$ cat config.mk
export PLATFORM = sky130hd
export DESIGN_NAME = ymodem_receiver
export DESIGN_NICKNAME = d
export VERILOG_FILES = /design/src/rtl/ymr_pkg.sv /design/src/rtl/ymodem_receiver.sv /design/src/rtl/ymr_engine.sv /design/src/rtl/ymr_rsp_buf.sv
export SDC_FILE = /design/constraint.sdc
export NUM_CORES = 1
export LEC_CHECK = 0
export ABC_AREA = 0
export CELL_PAD_IN_SITES_DETAIL_PLACEMENT = 0
export CELL_PAD_IN_SITES_GLOBAL_PLACEMENT = 2
export CORE_MARGIN = 2
export CORE_UTILIZATION = 42
export CTS_CLUSTER_SIZE = 24
export DETAILED_ROUTE_END_ITERATION = 6
export DONT_BUFFER_PORTS = 1
export GPL_TIMING_DRIVEN = 1
export HOLD_SLACK_MARGIN = 0.02
export PLACE_DENSITY = 0.84
export SYNTH_ARGS = -nofsm -noshare
export SYNTH_HDL_FRONTEND = slang
export SYNTH_HIERARCHICAL = 1
export SYNTH_SLANG_ARGS = --single-unit
$ cat constraint.sdc
create_clock -name clock -period 6.7 [get_ports clock]
set_input_delay 0.67 -clock clock [delete_from_list [all_inputs] [get_ports clock]]
set_output_delay 0.67 -clock clock [all_outputs]
set_load 0.005 [all_outputs]
$ cat src/rtl/ymr_pkg.sv
// Shared types, protocol byte codes and CRC helpers for the YModem receiver.
// No dependencies; every other file of the block imports this package.
package ymr_pkg;

   // Payload of one input beat.
   typedef struct packed {
      logic [1:0] cmd;
      logic [7:0] rx_byte;
   } req_type;

   // Payload of one result beat.
   typedef struct packed {
      logic [1:0] kind;
      logic [7:0] value;
      logic       last;
   } rsp_type;

   localparam int MAX_RES = 6;
   localparam int RES_CNT_W = $clog2(MAX_RES + 1);

   // All results caused by one input item, loaded into the output buffer at once.
   typedef struct packed {
      logic [RES_CNT_W-1:0]      count;
      rsp_type [MAX_RES-1:0]     item;
   } rsp_batch_type;

   typedef struct packed {
      logic [7:0]  err_limit;
      logic [15:0] nak_timeout_ms;
   } cfg_type;

   // Configuration register indexes.
   localparam int CSR_INDEX_W = 1;
   localparam logic [CSR_INDEX_W-1:0] CSR_ERR_LIMIT      = 1'b0;
   localparam logic [CSR_INDEX_W-1:0] CSR_NAK_TIMEOUT_MS = 1'b1;
   localparam logic [7:0]  ERR_LIMIT_RST      = 8'd5;
   localparam logic [15:0] NAK_TIMEOUT_MS_RST = 16'd1000;

   // Input commands.
   localparam logic [1:0] CMD_BYTE      = 2'd0;
   localparam logic [1:0] CMD_FRAME_END = 2'd1;
   localparam logic [1:0] CMD_TICK      = 2'd2;

   // Result kinds.
   localparam logic [1:0] KIND_TX      = 2'd0;
   localparam logic [1:0] KIND_PAYLOAD = 2'd1;
   localparam logic [1:0] KIND_EVENT   = 2'd2;

   // Event codes.
   localparam logic [7:0] EV_FILE_INFO = 8'd0;
   localparam logic [7:0] EV_FILE_DATA = 8'd1;
   localparam logic [7:0] EV_EXIT      = 8'd2;
   localparam logic [7:0] EV_REJECT    = 8'd3;

   // Protocol bytes.
   localparam logic [7:0] B_SOH = 8'h01;
   localparam logic [7:0] B_STX = 8'h02;
   localparam logic [7:0] B_ETX = 8'h03;
   localparam logic [7:0] B_EOT = 8'h04;
   localparam logic [7:0] B_ACK = 8'h06;
   localparam logic [7:0] B_NAK = 8'h15;
   localparam logic [7:0] B_CA  = 8'h18;
   localparam logic [7:0] B_C   = 8'h43;

   localparam logic [15:0] CRC_POLY = 16'h1021;
   localparam int POS_W = 11;
   localparam logic [POS_W-1:0] POS_MAX = 11'd2047;

   // CRC-16 update by one byte, MSB first.
   function automatic logic [15:0] crc16_byte(input logic [15:0] c, input logic [7:0] b);
      logic [15:0] r;
      r = c ^ {b, 8'h00};
      for (int i = 0; i < 8; i++) begin
         r = r[15] ? ({r[14:0], 1'b0} ^ CRC_POLY) : {r[14:0], 1'b0};
      end
      return r;
   endfunction

   // Payload length implied by the header byte, zero for other headers.
   function automatic logic [POS_W-1:0] payload_len(input logic [7:0] b0);
      logic [POS_W-1:0] len;
      len = '0;
      if (b0 == B_SOH) begin
         len = 11'd128;
      end else if (b0 == B_STX) begin
         len = 11'd1024;
      end
      return len;
   endfunction

   function automatic rsp_type mk_rsp(input logic [1:0] kind, input logic [7:0] value);
      rsp_type r;
      r.kind  = kind;
      r.value = value;
      r.last  = 1'b0;
      return r;
   endfunction

endpackage

$ cat src/rtl/ymodem_receiver.sv
// Top level of the YModem receiver; depends on ymr_pkg, ymr_engine and ymr_rsp_buf.
// Path: an accepted beat waits in the input register until the result buffer is free; it is
// then decoded, and its results are registered in the result buffer before they are offered.
// Throughput: one input beat per cycle while each item yields at most one result and rsp_ready
// stays high; an item with more results holds the result buffer until the last is taken.
// Reset (synchronous, active high) clears the protocol state; retry limit 5, timeout 1000 ms.
module ymodem_receiver
   import ymr_pkg::*;
(
   input  logic                   clock,
   input  logic                   reset,
   input  logic                   req_valid,
   output logic                   req_ready,
   input  req_type                req_data,
   output logic                   rsp_valid,
   input  logic                   rsp_ready,
   output rsp_type                rsp_data,
   input  logic                   csr_we,
   input  logic [CSR_INDEX_W-1:0] csr_index,
   input  logic [15:0]            csr_wdata
);

   // Input register: one item waits here until the result buffer can take its batch.
   logic          in_valid_ff, in_valid_in;
   req_type       in_item_ff;
   logic          fire;
   logic          buf_free;
   rsp_batch_type batch;
   cfg_type       cfg_ff;

   // The engine fires when an item is held and the buffer is empty or drains its last beat
   // this cycle, so a new beat can be taken in the same cycle the held one is consumed.
   assign fire        = in_valid_ff && buf_free;
   assign req_ready   = !in_valid_ff || fire;
   assign in_valid_in = (req_valid && req_ready) || (in_valid_ff && !fire);

   always_ff @(posedge clock) begin
      if (reset) begin
         in_valid_ff <= 1'b0;
      end else begin
         in_valid_ff <= in_valid_in;
      end
   end

   always_ff @(posedge clock) begin
      if (req_valid && req_ready) begin
         in_item_ff <= req_data;
      end
   end

   // Configuration registers; the user must write only while the block is idle; not enforced.
   always_ff @(posedge clock) begin
      if (reset) begin
         cfg_ff.err_limit      <= ERR_LIMIT_RST;
         cfg_ff.nak_timeout_ms <= NAK_TIMEOUT_MS_RST;
      end else if (csr_we) begin
         unique case (csr_index)
            CSR_ERR_LIMIT:      cfg_ff.err_limit      <= csr_wdata[7:0];
            CSR_NAK_TIMEOUT_MS: cfg_ff.nak_timeout_ms <= csr_wdata;
            default:            cfg_ff                <= cfg_ff;
         endcase
      end
   end

   ymr_engine u_engine (
      .clock (clock),
      .reset (reset),
      .fire  (fire),
      .item  (in_item_ff),
      .cfg   (cfg_ff),
      .batch (batch)
   );

   ymr_rsp_buf u_rsp_buf (
      .clock     (clock),
      .reset     (reset),
      .load      (fire),
      .batch     (batch),
      .free      (buf_free),
      .rsp_valid (rsp_valid),
      .rsp_ready (rsp_ready),
      .rsp_data  (rsp_data)
   );

endmodule

$ cat src/rtl/ymr_engine.sv
// Protocol engine of the YModem receiver: frame tracking, CRC, counters and reply generation.
// Depends on ymr_pkg; one item is processed per firing cycle into a batch of results.
module ymr_engine
   import ymr_pkg::*;
(
   input  logic          clock,
   input  logic          reset,
   input  logic          fire,
   input  req_type       item,
   input  cfg_type       cfg,
   output rsp_batch_type batch
);

   typedef enum logic [1:0] {
      PH_HEADER = 2'b01,
      PH_DATA   = 2'b10
   } phase_type;

   phase_type          phase_ff, phase_in;
   logic [7:0]         exp_seq_ff, exp_seq_in;
   logic [7:0]         nak_err_ff, nak_err_in;
   logic [7:0]         retry_ff, retry_in;
   logic               eot_seen_ff, eot_seen_in;
   logic [15:0]        idle_ff, idle_in;
   logic [POS_W-1:0]   pos_ff, pos_in;
   logic [15:0]        crc_ff, crc_in;
   logic [31:0]        head_ff, head_in;
   logic [15:0]        tail_ff, tail_in;

   logic [RES_CNT_W-1:0] n;
   logic [7:0]           b0, b1, b2, b3;
   logic [POS_W-1:0]     len;
   logic                 good;
   logic [31:0]          head_b;
   logic [15:0]          tail_b, crc_b, idle_sat;
   logic [POS_W-1:0]     len_b;
   logic                 do_cancel, do_exit;

   // Fields of the frame that just ended.
   assign b0   = head_ff[7:0];
   assign b1   = head_ff[15:8];
   assign b2   = head_ff[23:16];
   assign b3   = head_ff[31:24];
   assign len  = payload_len(b0);
   assign good = (len != '0) && (b1 == exp_seq_ff) && (b2 == ~exp_seq_ff)
                 && (pos_ff == len + 11'd5) && (crc_ff == tail_ff);

   always_comb begin
      phase_in    = phase_ff;
      exp_seq_in  = exp_seq_ff;
      nak_err_in  = nak_err_ff;
      retry_in    = retry_ff;
      eot_seen_in = eot_seen_ff;
      idle_in     = idle_ff;
      pos_in      = pos_ff;
      crc_in      = crc_ff;
      head_in     = head_ff;
      tail_in     = tail_ff;
      batch       = '0;
      n           = '0;
      head_b      = (pos_ff == '0) ? 32'd0 : head_ff;
      tail_b      = (pos_ff == '0) ? 16'd0 : tail_ff;
      crc_b       = (pos_ff == '0) ? 16'd0 : crc_ff;
      len_b       = '0;
      idle_sat    = (idle_ff == 16'hFFFF) ? idle_ff : idle_ff + 16'd1;
      do_cancel   = 1'b0;
      do_exit     = 1'b0;

      if (fire) begin
         unique case (item.cmd)
            CMD_BYTE: begin
               if (pos_ff < 11'd4) begin
                  unique case (pos_ff[1:0])
                     2'd0: head_b[7:0]   = item.rx_byte;
                     2'd1: head_b[15:8]  = item.rx_byte;
                     2'd2: head_b[23:16] = item.rx_byte;
                     2'd3: head_b[31:24] = item.rx_byte;
                     default: head_b = head_b;
                  endcase
               end
               len_b   = payload_len(head_b[7:0]);
               head_in = head_b;
               tail_in = tail_b;
               crc_in  = crc_b;
               if (len_b != '0 && pos_ff >= 11'd3 && pos_ff < len_b + 11'd3) begin
                  batch.item[n] = mk_rsp(KIND_PAYLOAD, item.rx_byte);
                  n = n + 1'b1;
                  crc_in = crc16_byte(crc_b, item.rx_byte);
               end else if (len_b != '0 && pos_ff >= len_b + 11'd3) begin
                  tail_in = {tail_b[7:0], item.rx_byte};
               end
               if (pos_ff != POS_MAX) begin
                  pos_in = pos_ff + 1'b1;
               end
            end
            CMD_FRAME_END: begin
               if (pos_ff != '0) begin
                  if (b0 == B_EOT) begin
                     if (!eot_seen_ff) begin
                        eot_seen_in = 1'b1;
                        batch.item[n] = mk_rsp(KIND_TX, B_NAK);
                        n = n + 1'b1;
                     end else begin
                        eot_seen_in = 1'b0;
                        batch.item[n] = mk_rsp(KIND_TX, B_ACK);
                        n = n + 1'b1;
                        batch.item[n] = mk_rsp(KIND_TX, B_C);
                        n = n + 1'b1;
                        phase_in   = PH_HEADER;
                        exp_seq_in = '0;
                        nak_err_in = '0;
                        retry_in   = '0;
                     end
                  end else if (b0 == B_ETX || (b0 == B_CA && b1 == B_CA)) begin
                     do_cancel = 1'b1;
                     do_exit   = 1'b1;
                  end else if (phase_ff == PH_HEADER) begin
                     if (good && b3 != 8'd0) begin
                        batch.item[n] = mk_rsp(KIND_EVENT, EV_FILE_INFO);
                        n = n + 1'b1;
                        exp_seq_in = exp_seq_ff + 8'd1;
                        batch.item[n] = mk_rsp(KIND_TX, B_ACK);
                        n = n + 1'b1;
                        nak_err_in = '0;
                        batch.item[n] = mk_rsp(KIND_TX, B_C);
                        n = n + 1'b1;
                        phase_in = PH_DATA;
                     end else if (good) begin
                        // A header with an empty file name ends the session.
                        batch.item[n] = mk_rsp(KIND_EVENT, EV_REJECT);
                        n = n + 1'b1;
                        do_exit = 1'b1;
                     end else begin
                        if (len != '0) begin
                           batch.item[n] = mk_rsp(KIND_EVENT, EV_REJECT);
                           n = n + 1'b1;
                        end
                        batch.item[n] = mk_rsp(KIND_TX, B_C);
                        n = n + 1'b1;
                        if (retry_ff >= cfg.err_limit) begin
                           do_cancel = 1'b1;
                           do_exit   = 1'b1;
                        end else if (retry_ff != 8'hFF) begin
                           retry_in = retry_ff + 8'd1;
                        end
                     end
                  end else begin
                     if (good) begin
                        batch.item[n] = mk_rsp(KIND_EVENT, EV_FILE_DATA);
                        n = n + 1'b1;
                        exp_seq_in = exp_seq_ff + 8'd1;
                        retry_in   = '0;
                        batch.item[n] = mk_rsp(KIND_TX, B_ACK);
                        n = n + 1'b1;
                        nak_err_in = '0;
                     end else begin
                        if (len != '0) begin
                           batch.item[n] = mk_rsp(KIND_EVENT, EV_REJECT);
                           n = n + 1'b1;
                        end
                        retry_in = '0;
                        batch.item[n] = mk_rsp(KIND_TX, B_NAK);
                        n = n + 1'b1;
                        nak_err_in = (nak_err_ff == 8'hFF) ? nak_err_ff : nak_err_ff + 8'd1;
                        if (nak_err_in > cfg.err_limit) begin
                           do_cancel = 1'b1;
                           do_exit   = 1'b1;
                        end
                     end
                  end
                  pos_in  = '0;
                  idle_in = '0;
               end
            end
            CMD_TICK: begin
               idle_in = idle_sat;
               if (idle_sat >= cfg.nak_timeout_ms) begin
                  if (phase_ff == PH_HEADER) begin
                     batch.item[n] = mk_rsp(KIND_TX, B_C);
                     n = n + 1'b1;
                     phase_in   = PH_HEADER;
                     exp_seq_in = '0;
                     nak_err_in = '0;
                     retry_in   = '0;
                     idle_in    = '0;
                  end else begin
                     do_exit = 1'b1;
                  end
               end
            end
            default: begin
               n = '0;
            end
         endcase

         // Cancel sends CA CA; every exit sends ACK and the exit event, then restarts.
         if (do_cancel) begin
            batch.item[n] = mk_rsp(KIND_TX, B_CA);
            n = n + 1'b1;
            batch.item[n] = mk_rsp(KIND_TX, B_CA);
            n = n + 1'b1;
         end
         if (do_exit) begin
            batch.item[n] = mk_rsp(KIND_TX, B_ACK);
            n = n + 1'b1;
            batch.item[n] = mk_rsp(KIND_EVENT, EV_EXIT);
            n = n + 1'b1;
            phase_in   = PH_HEADER;
            exp_seq_in = '0;
            nak_err_in = '0;
            retry_in   = '0;
            idle_in    = '0;
         end
         if (n != '0) begin
            batch.item[n - 1'b1].last = 1'b1;
         end
      end
      batch.count = n;
   end

   always_ff @(posedge clock) begin
      if (reset) begin
         phase_ff    <= PH_HEADER;
         exp_seq_ff  <= '0;
         nak_err_ff  <= '0;
         retry_ff    <= '0;
         eot_seen_ff <= 1'b0;
         idle_ff     <= '0;
         pos_ff      <= '0;
         crc_ff      <= '0;
         head_ff     <= '0;
         tail_ff     <= '0;
      end else begin
         phase_ff    <= phase_in;
         exp_seq_ff  <= exp_seq_in;
         nak_err_ff  <= nak_err_in;
         retry_ff    <= retry_in;
         eot_seen_ff <= eot_seen_in;
         idle_ff     <= idle_in;
         pos_ff      <= pos_in;
         crc_ff      <= crc_in;
         head_ff     <= head_in;
         tail_ff     <= tail_in;
      end
   end

endmodule

$ cat src/rtl/ymr_rsp_buf.sv
// Result buffer of the YModem receiver: holds one item's batch and drains it beat by beat.
// Depends on ymr_pkg.
module ymr_rsp_buf
   import ymr_pkg::*;
(
   input  logic          clock,
   input  logic          reset,
   input  logic          load,
   input  rsp_batch_type batch,
   output logic          free,
   output logic          rsp_valid,
   input  logic          rsp_ready,
   output rsp_type       rsp_data
);

   rsp_type              res_ff [MAX_RES];
   logic [RES_CNT_W-1:0] cnt_ff, cnt_in;
   logic [RES_CNT_W-1:0] idx_ff, idx_in;
   logic                 pop;

   assign rsp_valid = (idx_ff != cnt_ff);
   assign pop       = rsp_valid && rsp_ready;
   assign free      = (idx_ff == cnt_ff) || (pop && (idx_ff + 1'b1 == cnt_ff));
   assign rsp_data  = (idx_ff < RES_CNT_W'(MAX_RES)) ? res_ff[idx_ff] : res_ff[0];

   always_comb begin
      cnt_in = cnt_ff;
      idx_in = idx_ff;
      if (load) begin
         cnt_in = batch.count;
         idx_in = '0;
      end else if (pop) begin
         idx_in = idx_ff + 1'b1;
      end
   end

   always_ff @(posedge clock) begin
      if (reset) begin
         cnt_ff <= '0;
         idx_ff <= '0;
      end else begin
         cnt_ff <= cnt_in;
         idx_ff <= idx_in;
      end
   end

   always_ff @(posedge clock) begin
      if (load) begin
         for (int i = 0; i < MAX_RES; i++) begin
            res_ff[i] <= batch.item[i];
         end
      end
   end

   a_cnt_range: assert property (@(posedge clock) disable iff (reset)
      cnt_ff <= RES_CNT_W'(MAX_RES))
      else $error("result count exceeds buffer depth");

   a_idx_le_cnt: assert property (@(posedge clock) disable iff (reset)
      idx_ff <= cnt_ff)
      else $error("read index ran past result count");

   a_load_when_free: assert property (@(posedge clock) disable iff (reset)
      load |-> free)
      else $error("batch loaded over undelivered results");

   a_last_on_final: assert property (@(posedge clock) disable iff (reset)
      rsp_valid |-> (rsp_data.last == (idx_ff + 1'b1 == cnt_ff)))
      else $error("last flag not on the final result of an item");

endmodule

== Word-level counts from Yosys, hierarchy flattened ==
Memory sizes are Yosys's and may differ from the RTL's. A register that Yosys moved wholly into a read port is not among the register bits.
Index checks and enable logic that the tools add are counted.

* Bitwise gates (word level): 29
* Reduce and logical (&&, ||, !) cells: 48
* Add/subtract/negate cells: 15
* Multiplexer cells: 191
* Magnitude comparators: 22
* Equal/unequal tests: 40

{| class="wikitable"
|+ Operator list
! operator !! count
|-
| 66-bit 2-to-1 mux || 9
|-
| 11-bit 2-to-1 mux || 33
|-
| 8-bit 2-to-1 mux || 33
|-
| 11-bit demux with 3-bit select || 7
|-
| 54-bit AND || 4
|-
| 54-bit NOT || 4
|-
| 55-bit 2-to-1 mux || 3
|-
| 16-bit 2-to-1 mux || 10
|-
| 32-bit 2-to-1 mux || 4
|-
| 13-bit 2-to-1 mux || 8
|-
| 8-bit by 48-bit AND with 48-bit output || 2
|-
| 48-bit NOT || 2
|-
| 44-bit 2-to-1 mux || 2
|-
| 3-bit 2-to-1 mux || 29
|-
| 66-bit bitwise mux || 1
|-
| 33-bit 2-to-1 mux || 2
|-
| 12-bit OR || 4
|-
| 8-bit one-hot mux with 2 select lines || 3
|-
| 22-bit 2-to-1 mux || 2
|-
| 3-bit by 18-bit OR with 18-bit output || 2
|-
| 11-bit one-hot mux with 3 select lines || 1
|-
| 11-bit nonzero test || 3
|-
| 16-bit one-hot mux with 2 select lines || 1
|-
| 3-bit by 4-bit < comparator with 1-bit output (second input constant) || 7
|-
| other kinds (66) || 169
|}

* Logic and storage cells: 363
* Memories: 1
* Bits in writable memories: 66
* Flip-flop bits (word level): 159
* Bits of input ports: 32

{| class="wikitable"
|+ Memories
! name !! words !! bits a word !! rd ports !! clocked after Yosys merged registers in !! wr ports !! RTL line !! text
|-
| u_rsp_buf.res_ff || 6 || 11 || 2 || 1 || 6 || ymr_rsp_buf.sv:16 || <nowiki>rsp_type res_ff [MAX_RES];</nowiki>
|}

== Longest topological paths before layout ==
* Word-level depth: 41
* Gate-level depth with buffers: 23
* Depth with buffers taken out: 23

== Hierarchy ==
The synthesis kept the hierarchy.

{| class="wikitable"
|+ Modules (own cells, without submodules)
! module !! cells each !! times used !! area an instance (um2)
|-
| ymr_engine || 1085 || 1 || 8528.2
|-
| ymr_rsp_buf || 207 || 1 || 3138.0
|-
| ymodem_receiver || 116 || 1 || 1368.8
|}

== Least setup slack after synthesis ==
No wires, ideal clock.

* Kind: register -> register
* From: reg u_engine.idle_ff[4]
* To: mem u_rsp_buf/res_ff[2][0] (netlist bit), data pin
* Arrival time: 4686 ps
* Path slack: 1868 ps
* Cell stages (with the launch flop): 20
* Buffers on the path: 2
* Clock period less this slack: 4832 ps
* Setup time: 146 ps
* Cells stage by stage: dfxtp_1 > and3_1 > nand4_1 > nor4_1 > nand3_1 > clkbuf_1 > xnor2_1 > ha_1 > nand2b_1 > a2111oi_0 > o21ai_0 > a31oi_1 > nor2_1 > a21oi_1 > clkbuf_1 > xnor2_1 > ha_1 > ha_1 > or4b_2 > nor2_1

{| class="wikitable"
|+ RTL lines
! what !! RTL line !! text
|-
| from (decl) || ymr_engine.sv:24 || <nowiki>logic [15:0] idle_ff, idle_in;</nowiki>
|-
| from (signal assigned) || ymr_engine.sv:239 || <nowiki>idle_ff <= idle_in;</nowiki>
|-
| to (decl) || ymr_rsp_buf.sv:16 ||
|}

==> summary.txt <==
Worst setup path
  – Crit path largest cell delay: between 0.5 and 0.6 ns
  – Type of the worst setup path: register to register
  – Worst path slowest cell: sky130_fd_sc_hd__a31oi_1
  – Req. time, crit path: 7.01 ns
  – Largest fanout of any net on the critical path: 12
  – Crit Reg-Reg Startpoint: u_engine/idle_ff[4]
  – Launching element type of the critical path: register
  – Critical path endpoint: u_rsp_buf/res_ff[1][7]
  – R2R setup slack: approximately 0.68 ns
  – Crit path cell chain: and3_1, nand4_1, nor4_1, nand3_1, and4_1, xor2_1, ha_1, a2111oi_0, o21ai_0, a31oi_1, o2111ai_1, nand3_1, fa_1, and2_1, mux2i_1, nor2_1, a2111oi_0
  – First element of the critical path: u_engine/idle_ff[4]
  – FF-to-FF End: u_rsp_buf/res_ff[1][7]
  – Data arrival, critical path: 6.33 ns
  – Worst Reg2Reg Path Length in Cells: 17
  – Endpoint kind of the worst setup timing path: register

Detailed routing
  – Number of vias after detailed routing: between 10000 and 15000
  – Sum of routed wire length over all layers: roughly 32000 um
  – Number of vias per cell: roughly 5.6
  – First-pass iteration count of the detailed router: 5
  – Drt wl/cell: roughly 18 um
  – Number of remaining DRC errors: 0
  – Routed Antenna Nets: 0
  – Violation count after the first detailed-routing iteration: 782

STA
  – Number of max-slew violations in the final report: 0
  – Minimum hold slack: 0.224 ns
  – Number of hold violations in the final report: 0
  – Least-Margin Pin Slew: around 1.1 ns
  – Setup total negative slack: 0 ns
  – Worst Skew: between 0.01 and 0.015 ns
  – RSZ-0062 raised after global routing: no
  – Relative slew margins: about a quarter
  – Final period utilization: about nine tenths
  – Min cycle time layout: 6.02 ns
  – Setup WS post-layout: just under 0.7 ns
  – Max Freq: between 150 and 200 MHz
  – Setup violations, final: 0

Clock network
  – Clock buffer count from CTS: 26
  – Clock tree root driver cell: sky130_fd_sc_hd__clkbuf_16
  – Worst-skew pair later-pin latency: roughly 0.53 ns
  – Maximum root-to-sink buffer count: 3
  – Clock-pin slew reported for the worst setup and hold paths after clock tree synthesis: around 0.06 ns
  – Hold_buf cts: 0
  – TritonCTS clock tree: done
  – Clk sink count: approximately 230
  – H-tree depth: 1
  – Number of gates resized after cts: 0
  – Setup bufs post-CTS: 0

Synthesis
  – Yosys warns: 6
  – Number of flops mapped to enable cells by yosys: 76
  – Post-synthesis cell type with the largest combined area: sky130_fd_sc_hd__dfxtp_1
  – Sequential cell area fraction in the yosys report: 40.9%
  – Proportion of register bits with asynchronous set or reset after synthesis: 0%
  – Most frequent cells after synthesis: sky130_fd_sc_hd__nor2_1 (153), sky130_fd_sc_hd__dfxtp_1 (152), sky130_fd_sc_hd__nand2_1 (82)
  – Top cells by area, synth: sky130_fd_sc_hd__dfxtp_1 (23%), sky130_fd_sc_hd__edfxtp_1 (18%), sky130_fd_sc_hd__ha_1 (5.6%)
  – Share of Yosys cell area claimed by the top area cell type: around a quarter
  – Commonest register cell after synthesis: sky130_fd_sc_hd__dfxtp_1
  – Seq cells post-synth: between 200 and 250
  – Post-synthesis average cell area: 9.26 um^2
  – Post-synthesis cell type count: 86
  – Cell area after synthesis: 13000 um^2
  – Most frequently used cell type in the post-synthesis netlist: sky130_fd_sc_hd__nor2_1
  – Post-Syn Instances: approximately 1400

Power and ir drop
  – Worst VDD drop: just under 200 uV
  – Total Power: just over 3 mW
  – Leakage Power: 5.42 nW
  – Power per Cell Area: approximately 220 nW/um^2

Floorplan
  – Row count: 64
  – Die width: around 180 um
  – Initial standard-cell utilization of the core: 42.6%
  – Ports placed on the boundary: 45
  – Die area: 32500 um^2
  – Die height: about 180 um
  – Core area: approximately 31000 um^2

Layout
  – Count of nets after finishing: approximately 1500
  – Number of diodes: 0
  – Fraction of final layout cells with drive strength greater than 1: slightly below 9%
  – Post-route cell area: approximately 14000 um^2
  – Final core area utilization: 45.9%
  – Layout overhead on the synthesized area: 7.78%
  – Post-route non-filler standard cell count: 1782

Job
  – Max-cap viol count: 0

Global route
  – Layer carrying the most global-route usage: met2
  – Antenna violations before repair: 0
  – Number of global-route vias before repair: 9766
  – Overall Global Routing Usage: 19.6%
  – Met3 Usage GRT: 2.69%
  – Met2 capacity usage during global routing: 32.7%
  – GRT met1 Usage: roughly 27%
  – First-pass GRT wire length: roughly 53000 um
  – Pin count of the biggest net entering global routing: between 100 and 150
  – Remaining global-route overflow: 0

Place
  – HPWL after detailed placement: 22700 um
  – Final weighted congestion in routability-driven placement: approximately 0.83
  – Count of port buffers added during placement: 0
  – Standard cell area after detailed placement: 13200 um^2
  – Dpl ws: between 0.6 and 0.7 ns
  – Number of cells in the design after placement: ~1700

Worst hold path
  – Worst hold path type: primary input to register
  – Worst Hold Launch: reset

Run status
  – Outcome: finished, final reports clean
[worst min path at each step]
stage / end / slack (ns) / depth (start not counted)
final: cfg_ff[12] / 0.22 / 1
after floorplan: cfg_ff[3] / 0.44 / 1
after detailed placement: cfg_ff[5] / 0.45 / 1
after global routing: cfg_ff[12] / 0.19 / 1
after global placement: cfg_ff[9] / 0.45 / 1
after CTS: cfg_ff[12] / 0.19 / 1
[cell usage in the layout, fill, tap and decap left out, types with 13 or more instances in the layout]
| cell | instances |
|---|---|
| sky130_fd_sc_hd__nor2_1 | 153 |
| sky130_fd_sc_hd__dfxtp_1 | 152 |
| sky130_fd_sc_hd__nand2_1 | 82 |
| sky130_fd_sc_hd__edfxtp_1 | 76 |
| sky130_fd_sc_hd__nand3_1 | 65 |
| sky130_fd_sc_hd__a22oi_1 | 62 |
| sky130_fd_sc_hd__ha_1 | 58 |
| sky130_fd_sc_hd__a21oi_1 | 54 |
| sky130_fd_sc_hd__xor2_1 | 54 |
| sky130_fd_sc_hd__inv_1 | 52 |
| sky130_fd_sc_hd__o21ai_0 | 43 |
| sky130_fd_sc_hd__mux2i_1 | 33 |
| sky130_fd_sc_hd__and3_1 | 32 |
| sky130_fd_sc_hd__nor3_1 | 31 |
| sky130_fd_sc_hd__clkbuf_16 | 28 |
| sky130_fd_sc_hd__xnor2_1 | 28 |
| sky130_fd_sc_hd__nand2b_1 | 27 |
| sky130_fd_sc_hd__mux2_2 | 26 |
| sky130_fd_sc_hd__conb_1 | 21 |
| sky130_fd_sc_hd__nand4_1 | 19 |
| sky130_fd_sc_hd__o22ai_1 | 18 |
| sky130_fd_sc_hd__a21o_1 | 16 |
| sky130_fd_sc_hd__and2_1 | 15 |
| sky130_fd_sc_hd__buf_4 | 13 |
[registers in the layout (all words and copies together), names as in the netlist, 3 cells and up, named ones only]
name / flops
u_rsp_buf/res_ff: 66
u_engine/head_ff: 32
cfg_ff: 24
u_engine/crc_ff: 16
u_engine/idle_ff: 16
u_engine/tail_ff: 16
u_engine/pos_ff: 11
in_item_ff: 10
u_engine/exp_seq_ff: 8
u_engine/nak_err_ff: 8
u_engine/retry_ff: 8
u_rsp_buf/cnt_ff: 3
u_rsp_buf/idx_ff: 3
[layer usage]
layer | wire (um) | vias to the layer above
met3 | 1290 | 37
met1 | 15200 | 4850
li1 | - | 5003
met2 | 15400 | 170
met5 | 0 | -
met4 | 478 | 0
[power by group]
group          leakage (nW)  internal [mW]  switching (mW)  total, mW
sequential             1.96           1.46          0.0237       1.48
combinational          3.02         0.0579           0.109      0.167
clock                 0.430          0.876           0.580       1.46
total                  5.42           2.39           0.713       3.11
[area by class of cell]
type / instances / area, um^2
Clock inverter: 15 / 156
Inverter: 52 / 195
Clock buffer: 33 / 721
Timing Repair Buffer: 13 / 97.6
Multi-Input combinational cell: 1045 / 7060
Fill cell: 2997 / 16500
Sequential cell: 228 / 5330
Tap cell: 396 / 495
[critical path: cells and delay by family (launching register included)]
kind	cells	cell delay, ns
xor gates and xnor gates	1	0.15
adders and majority gates	2	0.73
AOI/OAI and AO/OA	5	1.70
muxes	1	0.23
and+or+nand+nor	8	2.56
DFF	1	0.41
[cell families (layout without fill, tap and decap cells)]
group           Yosys count  in the layout  share of synthesized area, %
other cells               1             21                        0.0288
flops                   228            228                          40.9
compound gates          302            302                          16.4
xor+xnor                 83             83                          5.63
fa+ha+maj                59             59                          5.72
buf+inv                 155            113                          5.62
simple gates            521            521                          21.0
mux                      59             59                          4.78
Power figures use the tool's default switching activity.
